[src/sv/ssbm_pkg.sv]
// Package: widths, codes, config struct and divide helpers for the stripe mapper.
package ssbm_pkg;

    localparam int NUM_DEVICES  = 4;
    localparam int PAGE_SHIFT   = 12;
    localparam int SECTOR_SHIFT = 3;

    localparam int BLOCK_W   = 30;
    localparam int BYTES_W   = 24;
    localparam int PAGES_W   = BYTES_W + 1 - PAGE_SHIFT;
    localparam int SHIFT_W   = 5;
    localparam int DEVPG_W   = 28;
    localparam int PRESENT_W = 4;
    localparam int DEV_W     = 2;
    localparam int STATUS_W  = 2;
    localparam int SECTOR_W  = 33;
    localparam int CFG_IDX_W = 3;
    localparam int CFG_DAT_W = 28;
    localparam int DEV_SLOTS = 4;

    localparam bit NDEV_POW2 = ((NUM_DEVICES & (NUM_DEVICES - 1)) == 0);
    localparam int NDEV_LOG2 = $clog2(NUM_DEVICES);
    localparam longint unsigned NDEV_RECIP_L =
        ((64'd1 << 32) + 64'(NUM_DEVICES) - 64'd1) / 64'(NUM_DEVICES);
    localparam logic [33:0] NDEV_RECIP = NDEV_RECIP_L[33:0];

    typedef enum logic [STATUS_W-1:0] {
        STAT_OK     = 2'd0,
        STAT_CROSS  = 2'd1,
        STAT_END    = 2'd2,
        STAT_ABSENT = 2'd3
    } status_t;

    typedef enum logic [CFG_IDX_W-1:0] {
        REG_STRIPE_SHIFT   = 3'd0,
        REG_DEV0_PAGES     = 3'd1,
        REG_DEV1_PAGES     = 3'd2,
        REG_DEV2_PAGES     = 3'd3,
        REG_DEV3_PAGES     = 3'd4,
        REG_DEVICE_PRESENT = 3'd5
    } reg_idx_t;

    typedef struct packed {
        logic [SHIFT_W-1:0]                  stripe_shift;
        logic [DEV_SLOTS-1:0][DEVPG_W-1:0]   dev_pages;
        logic [PRESENT_W-1:0]                device_present;
    } cfg_t;

    typedef struct packed {
        status_t                status;
        logic [DEV_W-1:0]       device_index;
        logic [SECTOR_W-1:0]    device_sector;
    } result_t;

    // Quotient by the device count: shift for powers of two, else reciprocal multiply.
    // The reciprocal error stays below one for any 30-bit value and count up to four.
    function automatic logic [BLOCK_W-1:0] seg_div(input logic [BLOCK_W-1:0] seg);
        logic [63:0] prod;
        prod = 64'(seg) * 64'(NDEV_RECIP);
        if (NDEV_POW2)
            seg_div = seg >> NDEV_LOG2;
        else
            seg_div = prod[32 +: BLOCK_W];
    endfunction

    function automatic logic [DEV_W-1:0] seg_mod(input logic [BLOCK_W-1:0] seg,
                                                 input logic [BLOCK_W-1:0] quo);
        logic [BLOCK_W-1:0] rem;
        rem = seg - BLOCK_W'(quo * BLOCK_W'(NUM_DEVICES));
        seg_mod = rem[DEV_W-1:0];
    endfunction

endpackage

[src/sv/ssbm_ifs.sv]
// Channel interfaces: mapping request, mapping result and register write.
interface ssbm_req_if
    import ssbm_pkg::*;
();
    logic                 valid;
    logic                 ready;
    logic [BLOCK_W-1:0]   block_number;
    logic [BYTES_W-1:0]   byte_count;

    modport source (output valid, output block_number, output byte_count, input ready);
    modport sink   (input valid, input block_number, input byte_count, output ready);
endinterface

interface ssbm_rsp_if
    import ssbm_pkg::*;
();
    logic                  valid;
    logic                  ready;
    logic [STATUS_W-1:0]   status;
    logic [DEV_W-1:0]      device_index;
    logic [SECTOR_W-1:0]   device_sector;

    modport source (output valid, output status, output device_index,
                    output device_sector, input ready);
    modport sink   (input valid, input status, input device_index,
                    input device_sector, output ready);
endinterface

interface ssbm_cfg_if
    import ssbm_pkg::*;
();
    logic                   valid;
    logic                   ready;
    logic [CFG_IDX_W-1:0]   index;
    logic [CFG_DAT_W-1:0]   data;

    modport source (output valid, output index, output data, input ready);
    modport sink   (input valid, input index, input data, output ready);
endinterface

[src/sv/ssbm_cfg_regs.sv]
// Configuration register file for the stripe mapper.
module ssbm_cfg_regs
    import ssbm_pkg::*;
(
    input  logic        clk,
    input  logic        rst_n,
    ssbm_cfg_if.sink    cfg,
    output cfg_t        cfg_out
);

    cfg_t regs_reg;
    cfg_t regs_next;

    assign cfg.ready = 1'b1;
    assign cfg_out   = regs_reg;

    always_comb
    begin
        regs_next = regs_reg;
        if (cfg.valid)
        begin
            unique case (cfg.index)
                REG_STRIPE_SHIFT:   regs_next.stripe_shift   = cfg.data[SHIFT_W-1:0];
                REG_DEV0_PAGES:     regs_next.dev_pages[0]   = cfg.data[DEVPG_W-1:0];
                REG_DEV1_PAGES:     regs_next.dev_pages[1]   = cfg.data[DEVPG_W-1:0];
                REG_DEV2_PAGES:     regs_next.dev_pages[2]   = cfg.data[DEVPG_W-1:0];
                REG_DEV3_PAGES:     regs_next.dev_pages[3]   = cfg.data[DEVPG_W-1:0];
                REG_DEVICE_PRESENT: regs_next.device_present = cfg.data[PRESENT_W-1:0];
                default:            regs_next = regs_reg;
            endcase
        end
    end

    always_ff @(posedge clk or negedge rst_n)
    begin
        if (!rst_n)
        begin
            regs_reg.stripe_shift   <= SHIFT_W'(4);
            regs_reg.dev_pages      <= '0;
            regs_reg.device_present <= '0;
        end
        else
        begin
            regs_reg <= regs_next;
        end
    end

endmodule

[src/sv/ssbm_map_logic.sv]
// Combinational stripe split, device select, bound checks and sector address.
module ssbm_map_logic
    import ssbm_pkg::*;
(
    input  cfg_t                 cfg,
    input  logic [BLOCK_W-1:0]   block_number,
    input  logic [BYTES_W-1:0]   byte_count,
    output result_t              result
);

    logic [BYTES_W:0]       bytes_sum;
    logic [PAGES_W-1:0]     pages;
    logic [31:0]            stripe_len;
    logic [31:0]            stripe_mask;
    logic [BLOCK_W-1:0]     offset;
    logic [BLOCK_W-1:0]     seg;
    logic [BLOCK_W-1:0]     seg_quo;
    logic [DEV_W-1:0]       dev;
    logic [BLOCK_W-1:0]     dev_block;
    logic                   crosses;
    logic [BLOCK_W:0]       end_page;
    logic [DEVPG_W-1:0]     dev_size;

    always_comb
    begin
        bytes_sum   = (BYTES_W+1)'(byte_count) + (BYTES_W+1)'((1 << PAGE_SHIFT) - 1);
        pages       = bytes_sum[BYTES_W:PAGE_SHIFT];
        stripe_len  = 32'd1 << cfg.stripe_shift;
        stripe_mask = stripe_len - 32'd1;
        offset      = block_number & stripe_mask[BLOCK_W-1:0];
        seg         = block_number >> cfg.stripe_shift;
        seg_quo     = seg_div(seg);

        crosses   = 1'b0;
        dev       = '0;
        dev_block = block_number;
        if (NUM_DEVICES > 1)
        begin
            crosses = ({1'b0, 32'(offset)} + 33'(pages)) > {1'b0, stripe_len};
            if (!crosses)
            begin
                dev       = seg_mod(seg, seg_quo);
                dev_block = (seg_quo << cfg.stripe_shift) + offset;
            end
        end

        dev_size = cfg.dev_pages[dev];
        end_page = (BLOCK_W+1)'(dev_block) + (BLOCK_W+1)'(pages);

        result.status        = STAT_OK;
        result.device_index  = dev;
        result.device_sector = '0;
        if (crosses)
        begin
            result.status = STAT_CROSS;
        end
        else if (end_page > (BLOCK_W+1)'(dev_size))
        begin
            result.status = STAT_END;
        end
        else if (!cfg.device_present[dev])
        begin
            result.status = STAT_ABSENT;
        end
        else
        begin
            result.device_sector = SECTOR_W'(dev_block) << SECTOR_SHIFT;
        end
    end

endmodule

[src/sv/striped_swap_block_mapper_unit.sv]
// Top level: request register, mapping logic, result register and config registers.
//
//  channel | modport | payload                                   | accepted when
//  req     | sink    | block_number[29:0], byte_count[23:0]      | valid && ready
//  rsp     | source  | status[1:0], device_index[1:0], sector    | valid && ready
//  cfg     | sink    | index[2:0], data[27:0]                    | valid (ready high)
//
// One request per cycle sustained while rsp.ready does not stall the result register.
// The request register feeds the mapping logic, which loads the result register.
// A stalled result holds both stages; req.ready drops only when both are full.
// Reset clears the stage valids and loads the register reset values.
module striped_swap_block_mapper_unit
    import ssbm_pkg::*;
(
    input  logic        clk,
    input  logic        rst_n,
    ssbm_req_if.sink    req,
    ssbm_rsp_if.source  rsp,
    ssbm_cfg_if.sink    cfg
);

    cfg_t                 cfg_val;
    result_t              map_result;

    logic                 in_valid_reg;
    logic [BLOCK_W-1:0]   in_block_reg;
    logic [BYTES_W-1:0]   in_bytes_reg;
    logic                 out_valid_reg;
    result_t              out_reg;
    logic                 out_load;

    ssbm_cfg_regs u_cfg_regs (
        .clk     (clk),
        .rst_n   (rst_n),
        .cfg     (cfg),
        .cfg_out (cfg_val)
    );

    ssbm_map_logic u_map_logic (
        .cfg          (cfg_val),
        .block_number (in_block_reg),
        .byte_count   (in_bytes_reg),
        .result       (map_result)
    );

    assign out_load  = !out_valid_reg || rsp.ready;
    assign req.ready = !in_valid_reg || out_load;

    assign rsp.valid         = out_valid_reg;
    assign rsp.status        = out_reg.status;
    assign rsp.device_index  = out_reg.device_index;
    assign rsp.device_sector = out_reg.device_sector;

    always_ff @(posedge clk or negedge rst_n)
    begin
        if (!rst_n)
        begin
            in_valid_reg  <= 1'b0;
            out_valid_reg <= 1'b0;
        end
        else
        begin
            if (req.ready)
                in_valid_reg <= req.valid;
            if (out_load)
                out_valid_reg <= in_valid_reg;
        end
    end

    always_ff @(posedge clk)
    begin
        if (req.ready && req.valid)
        begin
            in_block_reg <= req.block_number;
            in_bytes_reg <= req.byte_count;
        end
        if (out_load && in_valid_reg)
            out_reg <= map_result;
    end

    // a stalled request stays in the input register
    a_hold_request: assert property (@(posedge clk) disable iff (!rst_n)
        in_valid_reg && !out_load |=> in_valid_reg && $stable(in_block_reg))
        else $error("request lost while result stalled");

    a_result_follows: assert property (@(posedge clk) disable iff (!rst_n)
        in_valid_reg && out_load |=> rsp.valid)
        else $error("mapped request produced no result");

    a_cross_zero: assert property (@(posedge clk) disable iff (!rst_n)
        rsp.valid && rsp.status == STAT_CROSS |-> rsp.device_index == '0)
        else $error("stripe crossing with nonzero device");

    a_fail_no_sector: assert property (@(posedge clk) disable iff (!rst_n)
        rsp.valid && rsp.status != STAT_OK |-> rsp.device_sector == '0)
        else $error("failed request carries a sector");

endmodule
[src/flat_wrapper.sv]
// flat-port wrapper written by rule: the top's interface ports become plain ports
module striped_swap_block_mapper_unit_flat import ssbm_pkg::*;
  (clk, rst_n, req_valid, req_block_number, req_byte_count, req_ready, rsp_valid, rsp_status, rsp_device_index, rsp_device_sector, rsp_ready, cfg_valid, cfg_index, cfg_data, cfg_ready);
  ssbm_req_if req_i ();
  ssbm_rsp_if rsp_i ();
  ssbm_cfg_if cfg_i ();
  input  logic clk;
  input  logic rst_n;
  input wire logic [$bits(req_i.valid)-1:0] req_valid;
  input wire logic [$bits(req_i.block_number)-1:0] req_block_number;
  input wire logic [$bits(req_i.byte_count)-1:0] req_byte_count;
  output wire logic [$bits(req_i.ready)-1:0] req_ready;
  output wire logic [$bits(rsp_i.valid)-1:0] rsp_valid;
  output wire logic [$bits(rsp_i.status)-1:0] rsp_status;
  output wire logic [$bits(rsp_i.device_index)-1:0] rsp_device_index;
  output wire logic [$bits(rsp_i.device_sector)-1:0] rsp_device_sector;
  input wire logic [$bits(rsp_i.ready)-1:0] rsp_ready;
  input wire logic [$bits(cfg_i.valid)-1:0] cfg_valid;
  input wire logic [$bits(cfg_i.index)-1:0] cfg_index;
  input wire logic [$bits(cfg_i.data)-1:0] cfg_data;
  output wire logic [$bits(cfg_i.ready)-1:0] cfg_ready;
  assign req_i.valid = req_valid;
  assign req_i.block_number = req_block_number;
  assign req_i.byte_count = req_byte_count;
  assign req_ready = req_i.ready;
  assign rsp_valid = rsp_i.valid;
  assign rsp_status = rsp_i.status;
  assign rsp_device_index = rsp_i.device_index;
  assign rsp_device_sector = rsp_i.device_sector;
  assign rsp_i.ready = rsp_ready;
  assign cfg_i.valid = cfg_valid;
  assign cfg_i.index = cfg_index;
  assign cfg_i.data = cfg_data;
  assign cfg_ready = cfg_i.ready;
  striped_swap_block_mapper_unit u_core (.clk(clk), .rst_n(rst_n), .req(req_i), .rsp(rsp_i), .cfg(cfg_i));
endmodule
[config.mk]
export PLATFORM = sky130hd
export DESIGN_NAME = striped_swap_block_mapper_unit_flat
export DESIGN_NICKNAME = d
export VERILOG_FILES = /design/src/sv/ssbm_pkg.sv /design/src/sv/ssbm_ifs.sv /design/src/sv/ssbm_cfg_regs.sv /design/src/sv/ssbm_map_logic.sv /design/src/sv/striped_swap_block_mapper_unit.sv /design/src/flat_wrapper.sv
export SDC_FILE = /design/constraint.sdc
export NUM_CORES = 1
export LEC_CHECK = 0
export ABC_AREA = 1
export ABC_CLOCK_PERIOD_IN_PS = 12900
export BUFFER_PORTS_ARGS = -buffer_cell sky130_fd_sc_hd__buf_2
export CAP_MARGIN = 10
export CORE_MARGIN = 2
export CORE_UTILIZATION = 55
export DETAILED_ROUTE_END_ITERATION = 12
export PLACE_DENSITY = 0.74
export SLEW_MARGIN = 20
export SYNTH_ARGS = -nofsm -noshare
export SYNTH_HDL_FRONTEND = slang
export SYNTH_SLANG_ARGS = --single-unit
[constraint.sdc]
create_clock -name clk -period 12.9 [get_ports clk]
set_input_delay 2.58 -clock clk [delete_from_list [all_inputs] [get_ports clk]]
set_output_delay 2.58 -clock clk [all_outputs]
set_load 0.01 [all_outputs]
Word-level counts from Yosys, hierarchy flattened
Cells that the tools add are included.
{ "word_totals": {"out_inout_bits": 40, "input_bits": 90, "elab_cells": 56, "ff_bits": 214} }
{ "op_classes": {"addsub": 6, "eq_ne": 5, "muxes": 8, "n_bitwise": 2, "n_reduce_logical": 15, "order_cmp": 3, "shift": 3} }
{ "ops": {"columns": ["op", "count"], "rows": [
  ["$add A30 B13 Y31", 2],
  ["$bmux W28 S2", 1],
  ["$gt A31 B32 Y1", 1],
  ["$shl A1 B5 Y32 const A", 1],
  ["$gt A31 B28 Y1", 1],
  ["$add A30 B30 Y30", 1],
  ["$and A30 B30 Y30", 1],
  ["$mux W30", 1],
  ["$shl A28 B5 Y30", 1],
  ["$shr A30 B5 Y30", 1],
  ["$sub A30 B1 Y30 const B", 1],
  ["$mux W28", 1],
  ["$add A24 B12 Y25 const B", 1],
  ["$reduce_and A2 Y1", 6],
  ["$eq A3 B2 Y1 const B", 2],
  ["$eq A3 B3 Y1 const B", 2],
  ["$mux W2", 3],
  ["$eq A3 B1 Y1 const B", 1],
  ["$logic_not A3 Y1", 1],
  ["$lt A2 B3 Y1 const B", 1],
  ["$reduce_or A3 Y1", 1],
  ["$bmux W1 S2", 1],
  ["$logic_and A1 B1 Y1", 2],
  ["$logic_not A1 Y1", 2],
  ["5 further kinds", 6]
]} }

Depth between registers and ports, before layout
{ "logic_depth": {"word_depth": 10, "mapped_depth": 86, "depth_no_buf": 81} }

Cells and area by module
From an unflattened synthesis, not the netlist that was laid out.
{ "unflattened": {"cells_unflattened": 2615, "area_unflattened_um2": 17973.5} }
{ "by_module_without_submodules": {"columns": ["mod", "instances", "cells_per_inst", "area_per_inst_um2"], "rows": [
  ["ssbm_map_logic", 1, 1975, 10357.4],
  ["ssbm_cfg_regs", 1, 537, 4788.3],
  ["striped_swap_block_mapper_unit", 1, 103, 2827.7]
]} }

Worst setup path before layout
Ideal clock, no wire load.
{ "synth_path": {"kind": "flip-flop to flip-flop", "start": "register u_core.u_cfg_regs.regs_reg, in the netlist u_core.u_cfg_regs.cfg_out[120]", "end": "register u_core.out_reg, in the netlist u_core.rsp.device_sector[28] (data pin)", "arrival_ns": 11.672, "path_slack_ns": 1.092, "path_stages_with_launch": 79, "t_required_ns": 12.764, "setup_time_ns": 0.136, "cell_sequence": "dfrtp_1 inv_1 buf_2 buf_1 buf_2 clkbuf_1 buf_1 clkbuf_1 clkbuf_1 nand4_1 ha_1 nor2_1 inv_1 fa_1 nand3b_1 nor2_1 nor2_1 o31ai_1 (+43 left out) nor2_4 xnor2_1 ha_1 a21oi_1 o21a_1 o21ai_0 a221oi_1 o21ai_0 a21oi_1 o21ai_0 a21oi_1 a31oi_1 nor2_1 nand2_1 inv_2 nand3_4 buf_6 nor2_2"} }
{ "synth_via": {"word_cells_on_any_way": 19, "cone_classes": "5 x add/sub; 2 x order compare; 3 x shift; 6 x mux; 2 x bitwise; 1 x reduce/logical"} }
{ "synth_lines": {"columns": ["element", "line_no", "source"], "rows": [
  ["from (decl)", "ssbm_cfg_regs.sv:11", "cfg_t regs_reg;"],
  ["from (signal assigned)", "ssbm_cfg_regs.sv:44", "regs_reg <= regs_next;"],
  ["$shl A1 B5 Y32", "ssbm_map_logic.sv:28", "stripe_len = 32'd1 << cfg.stripe_shift;"],
  ["$sub A30 B1 Y30", "ssbm_map_logic.sv:29", "stripe_mask = stripe_len - 32'd1;"],
  ["$and A30 B30 Y30", "ssbm_map_logic.sv:30", "offset = block_number & stripe_mask[BLOCK_W-1:0];"],
  ["$add A30 B13 Y31", "ssbm_map_logic.sv:39", "crosses = ({1'b0, 32'(offset)} + 33'(pages)) > {1'b0, stripe_len};"],
  ["$gt A31 B32 Y1", "ssbm_map_logic.sv:39", null],
  ["$mux W30 (*)", "ssbm_map_logic.sv:40", "if (!crosses)"],
  ["named net u_core.u_map_logic.dev_block[3]", "ssbm_map_logic.sv:19", "logic [BLOCK_W-1:0] dev_block;"],
  ["$add A30 B13 Y31 (*)", "ssbm_map_logic.sv:48", "end_page = (BLOCK_W+1)'(dev_block) + (BLOCK_W+1)'(pages);"],
  ["$gt A31 B28 Y1 (*)", "ssbm_map_logic.sv:57", "else if (end_page > (BLOCK_W+1)'(dev_size))"],
  ["$reduce_or A3 Y1 (no line) (*)", null, null],
  ["to (signal assigned)", "striped_swap_block_mapper_unit.sv:78", "out_reg <= map_result;"],
  ["to (decl)", "striped_swap_block_mapper_unit.sv:29", "result_t out_reg;"]
]} }
The timed path passes the listed nets; every way through them passes the cells marked *. The select of a mux whose other input is x is not followed.
A chain may end at the register's enable or synchronous reset.

Final worst setup path
{ "layout_path": {"start": "register u_core.u_cfg_regs.regs_reg, in the netlist u_core.u_cfg_regs.cfg_out[117]", "end": "register u_core.out_reg, in the netlist u_core.rsp.status[1] (data pin)"} }
{ "layout_via": {"word_cells_on_any_way": 19, "cone_classes": "5 x add/sub; 2 x order compare; 3 x shift; 8 x mux; 1 x bitwise"} }
{ "layout_lines": {"columns": ["element", "line_no"], "rows": [
  ["$shl A1 B5 Y32", "ssbm_map_logic.sv:28"],
  ["$sub A30 B1 Y30", "ssbm_map_logic.sv:29"],
  ["$and A30 B30 Y30", "ssbm_map_logic.sv:30"],
  ["$add A30 B13 Y31", "ssbm_map_logic.sv:39"],
  ["$gt A31 B32 Y1", "ssbm_map_logic.sv:39"],
  ["$mux W30 (*)", "ssbm_map_logic.sv:40"],
  ["named net u_core.u_map_logic.dev_block[2]", "ssbm_map_logic.sv:19"],
  ["$add A30 B13 Y31 (*)", "ssbm_map_logic.sv:48"],
  ["$gt A31 B28 Y1 (*)", "ssbm_map_logic.sv:57"],
  ["$mux W2 (*)", "ssbm_map_logic.sv:57"]
]} }
Marks and branches as above.

==> flow_metrics.tcl <==
set metrics [dict create \
    avgRoutedWirePerCell_um 19.1 \
    grt_max_degree 70 \
    worst_pin_slew_ps 1160 \
    cts_max_level 1 \
    postRouteAntennaNets 0 \
    dr_wl_met2_mm 25.7 \
    synth_seq_cells 211 \
    r2r_cells 71 \
    powerDensity_nw_per_um2 242 \
    crit_path_max_fanout 32 \
    clockBufferDepth 3 \
    final_cells 2945 \
    antenna_cells 0 \
    final_common_cell "nand2_1" \
    worst_slack_ps 1160 \
    firstDrtPassIters 9 \
    layout_common_cells "663 x nand2_1, 344 x nand3_1, 205 x o21ai_0" \
    synth_edf_count 88 \
    nets 2730 \
    synth.area.top_cells "dfrtp_1 18%, edfxtp_1 15%, nand2_1 14%" \
    worst_setup_path_end_kind "flop" \
    finalSetupViolCount 0 \
    layout-drive-gt1-share 0.117 \
    drt_wl_total_mm 56.1 \
    dr_wl_met3_mm 3.97 \
    cts_made_buffers 24 \
    area_growth_pct 9.15 \
    highest_layer "met4" \
    rr_startpoint "u_core.u_cfg_regs.cfg_out[117]" \
    overflow 0 \
    yosysUniqueCellTypes 63 \
    clk_pin_slew_worst_paths_ps 60 \
    finalCriticalPeriod_ps 11740 \
    hold_ws_ps 484 \
    via_count 17450 \
    hp-class "flop to flop" \
    maxCapViolCount 0 \
    reg2reg_to "u_core.rsp.status[1]" \
    total_power_mw 4.57 \
    grt_pass1_vias 16318 \
    ir_worst_vdd_mv 0.153 \
    dieHeight_um 181 \
    critPathMostFrequentCell "nand2_1" \
    slew_violations 0 \
    dp_slack_ps 889 \
    synth_async_sr_flop_share 0.583 \
    yosysTopAreaCellShare 0.177 \
    ctsHoldBuffers 0 \
    yosysWarnings 0 \
    ios 130 \
    finalHoldViolations 0 \
    seq_area_frac_synth 0.331 \
    dp.cells 2899 \
    coreArea_um2 30700 \
    initial_core_util 0.561 \
    outcome "complete, no violations" \
    wl_met1_mm 23.6 \
    worstPathArrival_ps 12020 \
    cpPeakStageDelay_ps 470 \
    grt_pass1_wl_mm 88.7 \
    cp.required_ps 13180 \
    io_buffer_count 125 \
    fmax_mhz 85.2 \
    p_leak_nw 9.13 \
    synth_area_per_cell_um2 6.99 \
    num_rows 64 \
    antenna_found_initial 0 \
    cts.sinks 211 \
    gp_congestion 0.976 \
    endpoint "u_core.rsp.status[1]" \
    fin_util 0.613 \
    cts-root-buf "clkbuf_16" \
    slew_headroom 0.218 \
    cts_tree "yes" \
    cp-start-kind "flop" \
    fp.dieArea_um2 32800 \
    syn-instance-count 2471 \
    cp_slowest_cell "fa_1" \
    period_share 0.910 \
    synthesis.area_um2 17300 \
    cp-startpoint "u_core.u_cfg_regs.cfg_out[117]" \
    ff2ff_setup_slack_ps 1160 \
    fin_skew_ps 17.0 \
    viasPerCell 5.93 \
    fp.dieW_um 181 \
    drc 0 \
    ys.flop_type "dfrtp_1" \
    worst_skew_pair.late_latency_ps 540 \
    path_class "flop to flop" \
    largest_register_ffs 121 \
    globalRouteTotalUtil 0.340 \
    first_iter_violations 2036 \
    synth.largest_area_cell "dfrtp_1" \
    hpwl_mm 41.9 \
]
## worst min-delay path by stage
stage	from	endpoint	slack, ps	cells after the start
floorplan	u_core.in_valid_reg	u_core.rsp.valid	450	2
finish	u_core.u_cfg_regs.cfg_out[44]	u_core.u_cfg_regs.cfg_out[44]	480	2
detailed placement	u_core.u_cfg_regs.cfg_out[40]	u_core.u_cfg_regs.cfg_out[40]	470	2
CTS	u_core.u_cfg_regs.cfg_out[36]	u_core.u_cfg_regs.cfg_out[36]	490	2
global route	u_core.u_cfg_regs.cfg_out[52]	u_core.u_cfg_regs.cfg_out[52]	510	2
global placement	u_core.u_cfg_regs.cfg_out[74]	u_core.u_cfg_regs.cfg_out[74]	470	2
## report_power, final
group	leakage, nW	switching, mW	internal [mW]
sequential	2.39	0.0765	0.822
combinational	6.39	2.06	0.989
clock	0.354	0.270	0.352
## what timing repair did
action	4_1_cts	5_1_grt
buffers inserted	0	1
endpoints found under the setup margin	0	31
hold endpoints to repair	0	0
resized for setup	0	10
## Yosys cell counts, drive strengths merged, types with 50 or more instances
master,instances
nand3,352
nand2,672
nand4,51
clkbuf,64
xor2,50
ha,106
inv,227
buf,55
nor2,200
a21oi,100
edfxtp,88
dfrtp,122
o21ai,214
## per-layer routing
metal	GRT usage	vias up
met5	0	-
met4	0.165	0
met3	0.0419	131
met2	0.556	776
met1	0.448	8082
li1	-	8461
## cells by family (layout without fill, tap and decap cells)
| family | count (synthesis) | after routing | share of synthesized area |
|---|---|---|---|
| other cells | 2 | 6 | 0.000435 |
| compound gates | 402 | 402 | 0.128 |
| buf+inv | 350 | 423 | 0.0823 |
| flops | 211 | 211 | 0.331 |
| xor+xnor | 64 | 64 | 0.0325 |
| mux | 2 | 2 | 0.00116 |
| simple gates | 1331 | 1332 | 0.344 |
| fa+ha+maj | 109 | 109 | 0.0803 |
## worst max-delay path: cells and delay by family, from the launching register on
kind            cells  cell delay (ps)
compound gates     16             2750
xor+xnor            1              180
fa+ha+maj           5             1650
buf+inv             8             1040
flops               1              430
simple gates       41             5420
## cell type report
type                       instances  area (um2)
fill                            2924       11900
clock inverter                    10        65.1
clock buffer                      34         648
timing repair buffer             148         832
multi-input combinational       1915       10200
inverter                         231         875
tap                              396         495
sequential                       211        5730
## through the flow
stage	instance area, um2	setup TNS (ps)
final	18800	0
after global routing	18800	-154
after CTS	18800	0
after detailed placement	18000	0
after global placement	18000	0
after floorplan	17300	0
Power figures use the tool's default switching activity.
